===== src/hw/rtl/tape_block_framer_assert.svh =====
// assertion macros for the tape block framer
`ifndef TAPE_BLOCK_FRAMER_ASSERT_SVH
`define TAPE_BLOCK_FRAMER_ASSERT_SVH
`ifndef SYNTH
`define TBF_ASSERT_IMPL(lbl, clk, rst, ante, cons) \
   lbl: assert property (@(posedge clk) disable iff (rst) (ante) |-> (cons)) \
      else $error("tbf assertion failed");
`define TBF_ASSERT_NEXT(lbl, clk, rst, ante, cons) \
   lbl: assert property (@(posedge clk) disable iff (rst) (ante) |=> (cons)) \
      else $error("tbf assertion failed");
`else
`define TBF_ASSERT_IMPL(lbl, clk, rst, ante, cons)
`define TBF_ASSERT_NEXT(lbl, clk, rst, ante, cons)
`endif
`endif


===== src/hw/rtl/tbf_pkg.sv =====
// shared types and constants for the tape block framer
package tbf_pkg;

   typedef enum logic [1:0] {
      OP_BEGIN  = 2'd0,
      OP_APPEND = 2'd1,
      OP_CLOSE  = 2'd2
   } op_type;

   localparam int LEADER_LEN  = 16;
   localparam int HDR_LEN     = 20;
   localparam int SYNC_A_POS  = 16;
   localparam int SYNC_B_POS  = 17;
   localparam int TYPE_POS    = 18;
   localparam int LEN_POS     = 19;
   localparam int LEN_BIAS    = 2;
   localparam logic [7:0] LEADER_BYTE = 8'h01;
   localparam logic [7:0] SYNC_A      = 8'h3c;
   localparam logic [7:0] SYNC_B      = 8'h5a;

   typedef struct packed {
      logic       valid;
      logic [7:0] count;
      logic [7:0] blk_type;
      logic [7:0] check;
   } emit_start_type;

endpackage


===== src/hw/rtl/tape_block_framer.sv =====
// tape block framer top level: block state, store and emitter
// begin and append items are accepted at one item per cycle while req_ready is high
// close, or an append that fills the block, holds req_ready low while the frame of
// 21 + count bytes is sequenced, one frame byte per cycle unless rsp_ready stalls beats
// the first beat passes the sequencer, byte select stage, beat assembly and output register
// reset clears count, sum, type and the emitter; the payload store is not cleared
module tape_block_framer #(
   parameter int BLOCK_CAPACITY = 254,
   parameter int BEAT_BYTES     = 8
) (
   input  logic        clock,
   input  logic        reset,
   input  logic        req_valid,
   output logic        req_ready,
   input  logic [1:0]  req_operation,
   input  logic [7:0]  req_block_type,
   input  logic [7:0]  req_data_byte,
   output logic        rsp_valid,
   input  logic        rsp_ready,
   output logic [63:0] rsp_beat_data,
   output logic [3:0]  rsp_beat_count,
   output logic        rsp_beat_last
);
   import tbf_pkg::*;

   localparam int ADDR_W = (BLOCK_CAPACITY > 1) ? $clog2(BLOCK_CAPACITY) : 1;
   localparam int CNT_W  = $clog2(BLOCK_CAPACITY + 1);

   logic [CNT_W-1:0]  count_ff, count_in;
   logic [7:0]        sum_ff, sum_in;
   logic [7:0]        type_ff, type_in;
   logic              accept, busy, wr_en, rd_en;
   logic [ADDR_W-1:0] rd_addr;
   logic [7:0]        rd_data, sum_next;
   emit_start_type    start;

   assign req_ready = ~busy;
   assign accept    = req_valid & req_ready;
   assign sum_next  = sum_ff + req_data_byte;

   always_comb begin
      count_in       = count_ff;
      sum_in         = sum_ff;
      type_in        = type_ff;
      wr_en          = 1'b0;
      start.valid    = 1'b0;
      start.count    = 8'(count_ff);
      start.blk_type = type_ff;
      start.check    = 8'd0 - sum_ff;
      if (accept) begin
         case (op_type'(req_operation))
            OP_BEGIN: begin
               type_in  = req_block_type;
               count_in = '0;
               sum_in   = '0;
            end
            OP_APPEND: begin
               wr_en = 1'b1;
               if (count_ff == CNT_W'(BLOCK_CAPACITY - 1)) begin
                  start.valid = 1'b1;
                  start.count = 8'(BLOCK_CAPACITY);
                  start.check = 8'd0 - sum_next;
                  count_in    = '0;
                  sum_in      = '0;
               end else begin
                  count_in = count_ff + CNT_W'(1);
                  sum_in   = sum_next;
               end
            end
            OP_CLOSE: begin
               start.valid = 1'b1;
               count_in    = '0;
               sum_in      = '0;
            end
            default: begin
            end
         endcase
      end
   end

   always_ff @(posedge clock) begin
      if (reset) begin
         count_ff <= '0;
         sum_ff   <= '0;
         type_ff  <= '0;
      end else begin
         count_ff <= count_in;
         sum_ff   <= sum_in;
         type_ff  <= type_in;
      end
   end

   tbf_store #(
      .DEPTH  (BLOCK_CAPACITY),
      .ADDR_W (ADDR_W)
   ) u_store (
      .clock   (clock),
      .wr_en   (wr_en),
      .wr_addr (ADDR_W'(count_ff)),
      .wr_data (req_data_byte),
      .rd_en   (rd_en),
      .rd_addr (rd_addr),
      .rd_data (rd_data)
   );

   tbf_emit #(
      .BLOCK_CAPACITY (BLOCK_CAPACITY),
      .BEAT_BYTES     (BEAT_BYTES),
      .ADDR_W         (ADDR_W)
   ) u_emit (
      .clock          (clock),
      .reset          (reset),
      .start          (start),
      .busy           (busy),
      .rd_en          (rd_en),
      .rd_addr        (rd_addr),
      .rd_data        (rd_data),
      .rsp_valid      (rsp_valid),
      .rsp_ready      (rsp_ready),
      .rsp_beat_data  (rsp_beat_data),
      .rsp_beat_count (rsp_beat_count),
      .rsp_beat_last  (rsp_beat_last)
   );

endmodule


===== src/hw/rtl/tbf_store.sv =====
// payload byte memory, one write port and one registered read port
module tbf_store #(
   parameter int DEPTH  = 254,
   parameter int ADDR_W = 8
) (
   input  logic              clock,
   input  logic              wr_en,
   input  logic [ADDR_W-1:0] wr_addr,
   input  logic [7:0]        wr_data,
   input  logic              rd_en,
   input  logic [ADDR_W-1:0] rd_addr,
   output logic [7:0]        rd_data
);

   logic [7:0] mem [DEPTH];
   logic [7:0] rd_data_ff;

   always_ff @(posedge clock) begin
      if (wr_en) begin
         mem[wr_addr] <= wr_data;
      end
   end

   always_ff @(posedge clock) begin
      if (rd_en) begin
         rd_data_ff <= mem[rd_addr];
      end
   end

   assign rd_data = rd_data_ff;

endmodule


===== src/hw/rtl/tbf_emit.sv =====
// block emitter: frame byte sequencer, beat assembly and output register
`include "tape_block_framer_assert.svh"
module tbf_emit #(
   parameter int BLOCK_CAPACITY = 254,
   parameter int BEAT_BYTES     = 8,
   parameter int ADDR_W         = 8
) (
   input  logic                    clock,
   input  logic                    reset,
   input  tbf_pkg::emit_start_type start,
   output logic                    busy,
   output logic                    rd_en,
   output logic [ADDR_W-1:0]       rd_addr,
   input  logic [7:0]              rd_data,
   output logic                    rsp_valid,
   input  logic                    rsp_ready,
   output logic [63:0]             rsp_beat_data,
   output logic [3:0]              rsp_beat_count,
   output logic                    rsp_beat_last
);
   import tbf_pkg::*;

   localparam int POS_W = $clog2(BLOCK_CAPACITY + HDR_LEN + 2);

   // sequencer stage
   logic             a_active_ff, a_active_in;
   logic [POS_W-1:0] a_pos_ff, a_pos_in;
   logic [7:0]       a_cnt_ff, a_cnt_in;
   logic [7:0]       a_type_ff, a_type_in;
   logic [7:0]       a_chk_ff, a_chk_in;
   logic             a_end, a_mem, a_go;
   logic [7:0]       a_byte;

   // byte select stage
   logic             b_valid_ff, b_mem_ff, b_last_ff;
   logic [7:0]       b_byte_ff;
   logic             b_adv, b_take;
   logic [7:0]       b_value;

   // beat assembly
   logic [63:0]      asm_data_ff, asm_data_in;
   logic [3:0]       asm_cnt_ff, asm_cnt_in;
   logic             asm_done_ff, asm_done_in;
   logic             asm_last_ff, asm_last_in;
   logic             asm_free, move;
   logic [3:0]       new_cnt;

   // output register
   logic             rsp_valid_ff;
   logic [63:0]      rsp_data_ff;
   logic [3:0]       rsp_count_ff;
   logic             rsp_last_ff;

   assign a_end = (a_pos_ff == POS_W'(HDR_LEN) + POS_W'(a_cnt_ff));

   always_comb begin
      a_mem  = 1'b0;
      a_byte = 8'h00;
      if (a_pos_ff < POS_W'(LEADER_LEN)) begin
         a_byte = LEADER_BYTE;
      end else if (a_pos_ff == POS_W'(SYNC_A_POS)) begin
         a_byte = SYNC_A;
      end else if (a_pos_ff == POS_W'(SYNC_B_POS)) begin
         a_byte = SYNC_B;
      end else if (a_pos_ff == POS_W'(TYPE_POS)) begin
         a_byte = a_type_ff;
      end else if (a_pos_ff == POS_W'(LEN_POS)) begin
         a_byte = a_cnt_ff + 8'(LEN_BIAS);
      end else if (a_end) begin
         a_byte = a_chk_ff;
      end else begin
         a_mem = 1'b1;
      end
   end

   assign move     = asm_done_ff & (~rsp_valid_ff | rsp_ready);
   assign asm_free = ~asm_done_ff | move;
   assign b_adv    = ~b_valid_ff | asm_free;
   assign b_take   = b_valid_ff & asm_free;
   assign a_go     = a_active_ff & b_adv;
   assign rd_en    = a_go & a_mem;
   assign rd_addr  = ADDR_W'(a_pos_ff - POS_W'(HDR_LEN));
   assign busy     = a_active_ff;
   assign b_value  = b_mem_ff ? rd_data : b_byte_ff;

   always_comb begin
      a_active_in = a_active_ff;
      a_pos_in    = a_pos_ff;
      a_cnt_in    = a_cnt_ff;
      a_type_in   = a_type_ff;
      a_chk_in    = a_chk_ff;
      if (start.valid) begin
         a_active_in = 1'b1;
         a_pos_in    = '0;
         a_cnt_in    = start.count;
         a_type_in   = start.blk_type;
         a_chk_in    = start.check;
      end else if (a_go) begin
         a_pos_in = a_pos_ff + POS_W'(1);
         if (a_end) begin
            a_active_in = 1'b0;
         end
      end
   end

   always_comb begin
      asm_data_in = asm_data_ff;
      asm_cnt_in  = asm_cnt_ff;
      asm_done_in = asm_done_ff;
      asm_last_in = asm_last_ff;
      new_cnt     = asm_cnt_ff + 4'd1;
      if (b_take) begin
         // a pending beat leaves this cycle, so start a fresh one
         if (asm_done_ff) begin
            asm_data_in = '0;
            asm_cnt_in  = '0;
         end
         for (int lane = 0; lane < BEAT_BYTES; lane++) begin
            if (asm_cnt_in == 4'(lane)) begin
               asm_data_in[lane*8 +: 8] = b_value;
            end
         end
         new_cnt     = asm_cnt_in + 4'd1;
         asm_cnt_in  = new_cnt;
         asm_done_in = (new_cnt == 4'(BEAT_BYTES)) | b_last_ff;
         asm_last_in = b_last_ff;
      end else if (move) begin
         asm_data_in = '0;
         asm_cnt_in  = '0;
         asm_done_in = 1'b0;
      end
   end

   always_ff @(posedge clock) begin
      if (reset) begin
         a_active_ff  <= 1'b0;
         b_valid_ff   <= 1'b0;
         asm_data_ff  <= '0;
         asm_cnt_ff   <= '0;
         asm_done_ff  <= 1'b0;
         rsp_valid_ff <= 1'b0;
      end else begin
         a_active_ff <= a_active_in;
         if (b_adv) begin
            b_valid_ff <= a_go;
         end
         asm_data_ff <= asm_data_in;
         asm_cnt_ff  <= asm_cnt_in;
         asm_done_ff <= asm_done_in;
         if (move) begin
            rsp_valid_ff <= 1'b1;
         end else if (rsp_ready) begin
            rsp_valid_ff <= 1'b0;
         end
      end
   end

   always_ff @(posedge clock) begin
      a_pos_ff    <= a_pos_in;
      a_cnt_ff    <= a_cnt_in;
      a_type_ff   <= a_type_in;
      a_chk_ff    <= a_chk_in;
      asm_last_ff <= asm_last_in;
      if (b_adv) begin
         b_mem_ff  <= a_mem;
         b_byte_ff <= a_byte;
         b_last_ff <= a_end;
      end
      if (move) begin
         rsp_data_ff  <= asm_data_ff;
         rsp_count_ff <= asm_cnt_ff;
         rsp_last_ff  <= asm_last_ff;
      end
   end

   assign rsp_valid      = rsp_valid_ff;
   assign rsp_beat_data  = rsp_data_ff;
   assign rsp_beat_count = rsp_count_ff;
   assign rsp_beat_last  = rsp_last_ff;

   `TBF_ASSERT_IMPL(a_start_idle, clock, reset, start.valid, !a_active_ff)
   `TBF_ASSERT_NEXT(a_start_runs, clock, reset, start.valid, a_active_ff)
   `TBF_ASSERT_IMPL(a_beat_range, clock, reset, rsp_valid_ff, rsp_count_ff - 4'd1 < 4'(BEAT_BYTES))
   `TBF_ASSERT_IMPL(a_read_data, clock, reset, rd_en, a_pos_ff >= POS_W'(HDR_LEN))

endmodule


===== config.mk =====
export PLATFORM = sky130hd
export DESIGN_NAME = tape_block_framer
export DESIGN_NICKNAME = d
export VERILOG_FILES = /design/src/hw/rtl/tbf_pkg.sv /design/src/hw/rtl/tape_block_framer.sv /design/src/hw/rtl/tbf_store.sv /design/src/hw/rtl/tbf_emit.sv
export VERILOG_INCLUDE_DIRS = /design/src /design/src/hw/rtl
export SDC_FILE = /design/constraint.sdc
export NUM_CORES = 2
export LEC_CHECK = 0
export ABC_CLOCK_PERIOD_IN_PS = 6100
export BUFFER_PORTS_ARGS = -buffer_cell sky130_fd_sc_hd__buf_4
export CORE_MARGIN = 5
export CORE_UTILIZATION = 50
export CTS_CLUSTER_DIAMETER = 50
export DETAILED_ROUTE_END_ITERATION = 12
export MAX_ROUTING_LAYER = met4
export PLACE_DENSITY = 0.65
export SLEW_MARGIN = 20
export SYNTH_ARGS = -nofsm -noshare
export SYNTH_HDL_FRONTEND = slang
export SYNTH_SLANG_ARGS = --single-unit

===== constraint.sdc =====
create_clock -name clock -period 6.1 [get_ports clock]
set_clock_uncertainty 0.05 [all_clocks]
set_input_delay 0 -clock clock [delete_from_list [all_inputs] [get_ports clock]]
set_output_delay 0 -clock clock [all_outputs]
set_load 0.01 [all_outputs]

# After elaboration in Yosys (flattened, before gate mapping)
# Memory sizes are Yosys's and may differ from the RTL's. A register that Yosys moved wholly into a read port is not among the register bits.
# Index checks and enable logic that the tools add are counted.
op_classes:
  eq_ne: 24
  mux: 49
  bitwise: 13
  magnitude_cmp: 1
  n_addsub: 9
  n_reduce_logical: 21
op_table:
  columns: ["cell", "n"]
  rows:
  - ["64-bit 2-to-1 mux", 3]
  - ["8-bit 2-to-1 mux", 18]
  - ["9-bit by 5-bit equality test with 1-bit output (second input constant)", 4]
  - ["8-bit one-hot mux with 2 select lines", 2]
  - ["3-bit inequality test (second input constant)", 8]
  - ["2-bit AND reduction", 11]
  - ["9-bit 2-to-1 mux", 2]
  - ["1-bit 2-to-1 mux", 17]
  - ["4-bit by 3-bit equality test with 1-bit output (second input constant)", 4]
  - ["4-bit 2-to-1 mux", 4]
  - ["1-bit by 8-bit subtractor with 8-bit output (first input constant)", 2]
  - ["2-bit nonzero test", 5]
  - ["5-bit by 8-bit adder with 9-bit output (first input constant)", 1]
  - ["9-bit by 1-bit adder with 9-bit output (second input constant)", 1]
  - ["9-bit equality test", 1]
  - ["9-bit by 5-bit less-than comparator with 1-bit output (second input constant)", 1]
  - ["8-bit by 1-bit adder with 8-bit output (second input constant)", 1]
  - ["8-bit by 2-bit adder with 8-bit output (second input constant)", 1]
  - ["8-bit adder", 1]
  - ["4-bit by 2-bit equality test with 1-bit output (second input constant)", 2]
  - ["8-bit equality test (second input constant)", 1]
  - ["8-bit by 5-bit subtractor with 8-bit output (second input constant)", 1]
  - ["7-bit 2-to-1 mux", 1]
  - ["6-bit 2-to-1 mux", 1]
  - ["13 further kinds", 24]
word_totals:
  output_inout_bits: 71
  inputBits: 22
  memories: 1
  ram_bits: 2032
  ff_bits: 209
mem_list:
  columns: ["memory", "words", "width", "read_ports", "rd_clocked_by_memory_dff", "write_ports", "line_no", "source"]
  rows:
  - ["u_store.mem", 254, 8, 1, 1, 1, "tbf_store.sv:15", "logic [7:0] mem [DEPTH];"]

# Longest topological paths before layout
logic_depth:
  word_depth: 10
  ltp_mapped: 16

# By module
# From an unflattened synthesis, not the netlist that was laid out.
unflattened:
  cells_unflattened: 4566
  hier_area_um2: 88915.3
modules_own_cells:
  columns: ["mod", "instances", "cells_each", "area_per_inst_um2"]
  rows:
  - ["tbf_store", 1, 3674, 79741.5]
  - ["tbf_emit", 1, 674, 7459.7]
  - ["tape_block_framer", 1, 218, 1714.1]

# Worst setup path before layout
# No wires, ideal clock.
synth_timing:
  path_type: "flip-flop to flip-flop"
  start: "reg u_emit.a_pos_ff[2]"
  end: "reg u_store.rd_data_ff[2], in the netlist u_store.rd_data[2], read port of u_store.mem, data pin"
  path_slack_ns: 2.538
  stages_incl_launch_ff: 16
  arrival_time_ns: 3.243
  setup_ns: 0.269
  required_ns: 5.781
  cell_sequence: "dfxtp_1 -> buf_6 -> buf_2 -> clkinv_1 -> buf_2 -> buf_1 -> ha_1 -> buf_2 -> or3b_1 -> a2111oi_0 -> a211oi_1 -> buf_4 -> nor3_1 -> a22oi_1 -> nand4b_1 -> a311oi_1"
synth_between:
  elab_chain_len: 8
synth_lines:
  columns: ["item", "line_no", "source"]
  rows:
  - ["from (decl)", "tbf_emit.sv:27", "logic [POS_W-1:0] a_pos_ff, a_pos_in;"]
  - ["from (signal assigned)", "tbf_emit.sv:159", "a_pos_ff <= a_pos_in;"]
  - ["9-bit equality test", "tbf_emit.sv:54", "assign a_end = (a_pos_ff == POS_W'(HDR_LEN) + POS_W'(a_cnt_ff));"]
  - ["1-bit 2-to-1 mux", "tbf_emit.sv:69", "end else if (a_end) begin"]
  - ["1-bit 2-to-1 mux", "tbf_emit.sv:67", "end else if (a_pos_ff == POS_W'(LEN_POS)) begin"]
  - ["1-bit 2-to-1 mux", "tbf_emit.sv:65", "end else if (a_pos_ff == POS_W'(TYPE_POS)) begin"]
  - ["1-bit 2-to-1 mux", "tbf_emit.sv:63", "end else if (a_pos_ff == POS_W'(SYNC_B_POS)) begin"]
  - ["1-bit 2-to-1 mux", "tbf_emit.sv:61", "end else if (a_pos_ff == POS_W'(SYNC_A_POS)) begin"]
  - ["1-bit 2-to-1 mux", "tbf_emit.sv:59", "if (a_pos_ff < POS_W'(LEADER_LEN)) begin"]
  - ["1-bit AND", "tbf_emit.sv:81", "assign rd_en = a_go & a_mem;"]
  - ["to (decl)", "tbf_store.sv:16", "logic [7:0] rd_data_ff;"]
# Parallel ways exist; a longest one is shown, timed or not.
# A chain may end at the register's enable or synchronous reset.

# Final worst setup path
layout_timing:
  start: "reg u_emit.a_pos_ff[2]"
  end: "reg u_store.rd_data_ff[4], in the netlist u_store.rd_data[4], read port of u_store.mem, data pin"
# Same word-level chain as after synthesis.

==> metrics.txt <==
result of the run=completed; RSZ-0062 raised after global routing=false; total power consumption of the routed design=slightly above 40 mW; post-synth cell types=about 80; largest family of logic cells by synthesized area=multiplexers; die outline area=~180000 um2; count of buffers from port buffering=92; share of flip-flops with an asynchronous set or reset=0; origin of the worst min-delay path=req_data_byte[4]; Resized Gates After CTS=0; routed wire length=~230000 um; hold-fix buffer count after cts=48; DRC violation total after the first TritonRoute iteration=around 6200; mean instance size in the synthesized netlist=roughly 19 um2; insertion delay to the later sink of the worst-skew pair=0.84 ns; total standard cell area after synthesis=approximately 88000 um2; clock tree root driver cell=sky130_fd_sc_hd__clkbuf_16; post-route minimum period=roughly 4.7 ns; reg-to-reg startpoint=u_emit.a_pos_ff[2]; slowest CP cell=sky130_fd_sc_hd__dfxtp_4; antenna-violating nets left=0; effective utilization at floorplan=0.502; cell class contributing the biggest share of worst-path delay=buffers and inverters; number of levels the H-tree was split into=4; sequential group share of total power=0.423; largest buffer count on any clock path=3; largest net degree at the start of global routing=220; total gr overflow=0; Chip Width=roughly 430 um; Worst setup EP type=flip-flop; per-cell via count in the routed design=~6.3; maximum single-stage delay on the critical path=~0.83 ns; Post-Syn Instances=roughly 4500; reported leakage power=30.7 nW; measured slew at the worst slew-check pin=between 1 and 1.5 ns; number of buffers created by CTS=approximately 220; highest clock frequency the design can meet=213 MHz; share of synthesized cell area in full adder, half adder and majority cells=0.00448; All-Layer GR Usage=0.253; Final Hold Viols=0; share of the synthesized area in compound gates (AO/OA/AOI/OAI)=0.0319; warning count from the yosys run=0; Top FF cell, synth=sky130_fd_sc_hd__edfxtp_1; Clock transition at path regs=approximately 0.060 ns; syn nets=about 4600; worst max-slew margin expressed relative to the limit=0.265; simple-gate area share of the yosys netlist=0.0447; CTS tree=done; Finish-stage setup viols=0; DR DRC count=0; DP HPWL=about 140000 um; Final Net Count=~4800; data arrival time of the critical path=~5.2 ns; Core Area=between 150000 and 200000 um2; drt first pass iters=8; detailed-route wire length per cell=between 30 and 40 um; sum of negative setup slack=0 ns; share of layout cells above drive strength 1=0.214; die boundary height=roughly 430 um; relative contribution of the clock network to total power=0.335; area share of xor/xnor cells in the synthesized design=0.00485; Layout Area Growth over Synthesis=12.2%; number of max-cap violations=0; placement row count=approximately 150; gp weighted congestion=approximately 0.95; via count of the first global-routing pass=around 44000; critical path startpoint category=flip-flop; internal power=around 29 mW; final max-slew violation count=0; Max IR drop VDD=approximately 0.00028 V; via count of the routed design=between 40000 and 50000; total power per unit cell area=410 nW/um2; Post-CTS Setup Inserts=0; I/O pin cnt=slightly above 90; Worst Path Max Fanout=40; CTS Sinks=~2200; Critical Path RT=about 6.6 ns; Combinational Power Share=0.242; count of flip-flops with a built-in enable after synthesis=around 2100; kind of critical path=flip-flop to flip-flop; global-route wire length before repair=between 300000 and 400000 um; initial antenna violation count=10; number of buffer and inverter stages on the critical path=3; net switching fraction of the power=0.295; FF+latch count, synth=roughly 2200; cell type with the highest occurrence count on the critical path=sky130_fd_sc_hd__inv_2; source of the critical timing path=u_emit.a_pos_ff[2]; sequential area share after synthesis=0.754; mux share of post-synthesis cell area=0.141; critical path, cell by cell=inv_2 > ha_2 > inv_2 > buf_4 > mux4_2 > nor2_1 > a31oi_1 > o21ai_0 > nor4_1; Hold Crit Class=input pin to flip-flop; portion of the clock cycle consumed by the worst path in the final layout=0.768; switching pwr=between 10 and 15 mW
[sequential cells by signal (all words and copies together) (netlist names), 4 cells and up]
| signal | count |
|---|---|
| sum_ff | 8 |
| u_emit.b_byte_ff | 8 |
| type_ff | 8 |
| u_emit.asm_cnt_ff | 4 |
| u_emit.a_type_ff | 8 |
| count_ff | 8 |
| u_emit.a_cnt_ff | 8 |
| u_store.mem | 2032 |
| u_emit.a_pos_ff | 9 |
| u_emit.rsp_beat_count | 4 |
| u_store.rd_data | 8 |
| u_emit.asm_data_ff | 64 |
| u_emit.rsp_beat_data | 64 |
| u_emit.a_chk_ff | 8 |
[metal layers]
| layer | GRT usage | vias up | routed length (um) |
|---|---|---|---|
| li1 | - | 18834 | - |
| met1 | 0.353 | 24066 | 92300 |
| met2 | 0.378 | 2542 | 109000 |
| met3 | 0.0567 | 392 | 21600 |
| met4 | 0.0801 | 0 | 7500 |
| met5 | - | - | 0 |
[through the flow]
step | setup WS, ns | instances | hold WS [ns] | area (um2) | utilization
2_1_floorplan | 2.54 | 4539 | 0.0489 | 88200 | -
3_3_place_gp | 1.52 | 6795 | 0.221 | 91200 | 0.519
3_5_place_dp | 1.47 | 6795 | 0.227 | 91200 | 0.519
4_1_cts | 1.42 | 7257 | 0.0630 | 98900 | 0.563
5_1_grt | 1.23 | 7267 | 0.0778 | 98900 | 0.563
6_report | 1.41 | 7271 | 0.0794 | 98900 | 0.563
[kinds of logic (layout without fill, tap and decap cells)]
logic type,Yosys count,in the layout
buffers and inverters,293,671
adder cells (fa/ha/maj),31,31
other,0,14
XOR/XNOR,48,48
AND/OR/NAND/NOR,918,918
multiplexers,583,583
AO/OA/AOI/OAI,417,417
flip-flops,2249,2249
[Yosys cell counts, types with 10 or more instances]
cell type / n / area share
sky130_fd_sc_hd__or3_1: 10 / 0.00071
sky130_fd_sc_hd__buf_4: 33 / 0.0028
sky130_fd_sc_hd__nor2_1: 489 / 0.021
sky130_fd_sc_hd__nand2b_1: 15 / 0.0011
sky130_fd_sc_hd__edfxtp_1: 2144 / 0.73
sky130_fd_sc_hd__xor2_1: 21 / 0.0021
sky130_fd_sc_hd__mux2_2: 10 / 0.0013
sky130_fd_sc_hd__and3_1: 28 / 0.0020
sky130_fd_sc_hd__nand3_1: 54 / 0.0031
sky130_fd_sc_hd__nor4_1: 13 / 0.00092
sky130_fd_sc_hd__buf_2: 79 / 0.0045
sky130_fd_sc_hd__a22o_1: 15 / 0.0015
sky130_fd_sc_hd__a211oi_1: 21 / 0.0018
sky130_fd_sc_hd__inv_1: 25 / 0.0011
sky130_fd_sc_hd__xnor2_1: 26 / 0.0026
sky130_fd_sc_hd__nor3_1: 46 / 0.0026
sky130_fd_sc_hd__o21ai_0: 52 / 0.0030
sky130_fd_sc_hd__ha_1: 30 / 0.0043
sky130_fd_sc_hd__o22ai_1: 39 / 0.0028
sky130_fd_sc_hd__a22oi_1: 71 / 0.0060
sky130_fd_sc_hd__a31oi_1: 94 / 0.0067
sky130_fd_sc_hd__nand2_1: 201 / 0.0086
sky130_fd_sc_hd__mux4_2: 510 / 0.13
sky130_fd_sc_hd__dfxtp_1: 105 / 0.024
sky130_fd_sc_hd__nand4_1: 12 / 0.00085
sky130_fd_sc_hd__nor2b_1: 17 / 0.0012
sky130_fd_sc_hd__mux4_1: 10 / 0.0030
sky130_fd_sc_hd__buf_6: 32 / 0.0041
sky130_fd_sc_hd__clkbuf_1: 100 / 0.0043
sky130_fd_sc_hd__mux2i_1: 53 / 0.0060
sky130_fd_sc_hd__a21oi_1: 58 / 0.0033
[final timing paths]
path	endpoint	cells after the start	slack [ns]
min	u_store.mem[176][4]	2	0.08
max	u_store.rd_data[4]	9	1.41
max reg2reg	u_store.rd_data[4]	9	1.41
min reg2reg	u_emit.rsp_beat_data[62]	0	0.38
[layout by cell type (no fill, tap or decap), drive strengths merged, types with 9 or more instances in the layout]
master       netlist  final
buf              161    172
bufinv             0     20
and3              29     29
a211oi            21     21
inv               27     43
o21ai             53     53
xnor2             26     26
nand2b            15     15
dlygate4sd3        0     48
a31oi             94     94
a21oi             59     59
nor2             494    494
mux4             520    520
nor2b             17     17
edfxtp          2144   2144
nand4             12     12
ha                30     30
dfxtp            105    105
nor3              48     48
a22o              15     15
nand3             54     54
nand2            201    201
xor2              22     22
diode              0     14
nor4              13     13
o2111ai            9      9
clkinv             2     94
mux2              10     10
clkbuf           103    289
or3               10     10
o22ai             39     39
mux2i             53     53
a22oi             71     71
[layout make-up]
type,count,area (um2)
Clock inverter,133,1390
Multi-Input combinational cell,1997,20000
Antenna cell,14,35.0
Inverter,29,109
Clock buffer,281,5870
Fill cell,13022,76800
Sequential cell,2249,66500
Timing Repair Buffer,228,2070
Tap cell,2340,2930
[power groups by stage]
stage / logic, mW / clock network, mW / registers (mW)
2_1_floorplan: 6.61 / 0 / 17.3
3_3_place_gp: 9.70 / 0 / 17.5
3_5_place_dp: 9.69 / 0 / 17.5
4_1_cts: 9.75 / 13.7 / 17.2
5_1_grt: 10.2 / 14.4 / 17.2
6_report: 9.80 / 13.6 / 17.2
No activity file was read; power rests on OpenSTA's default activity.
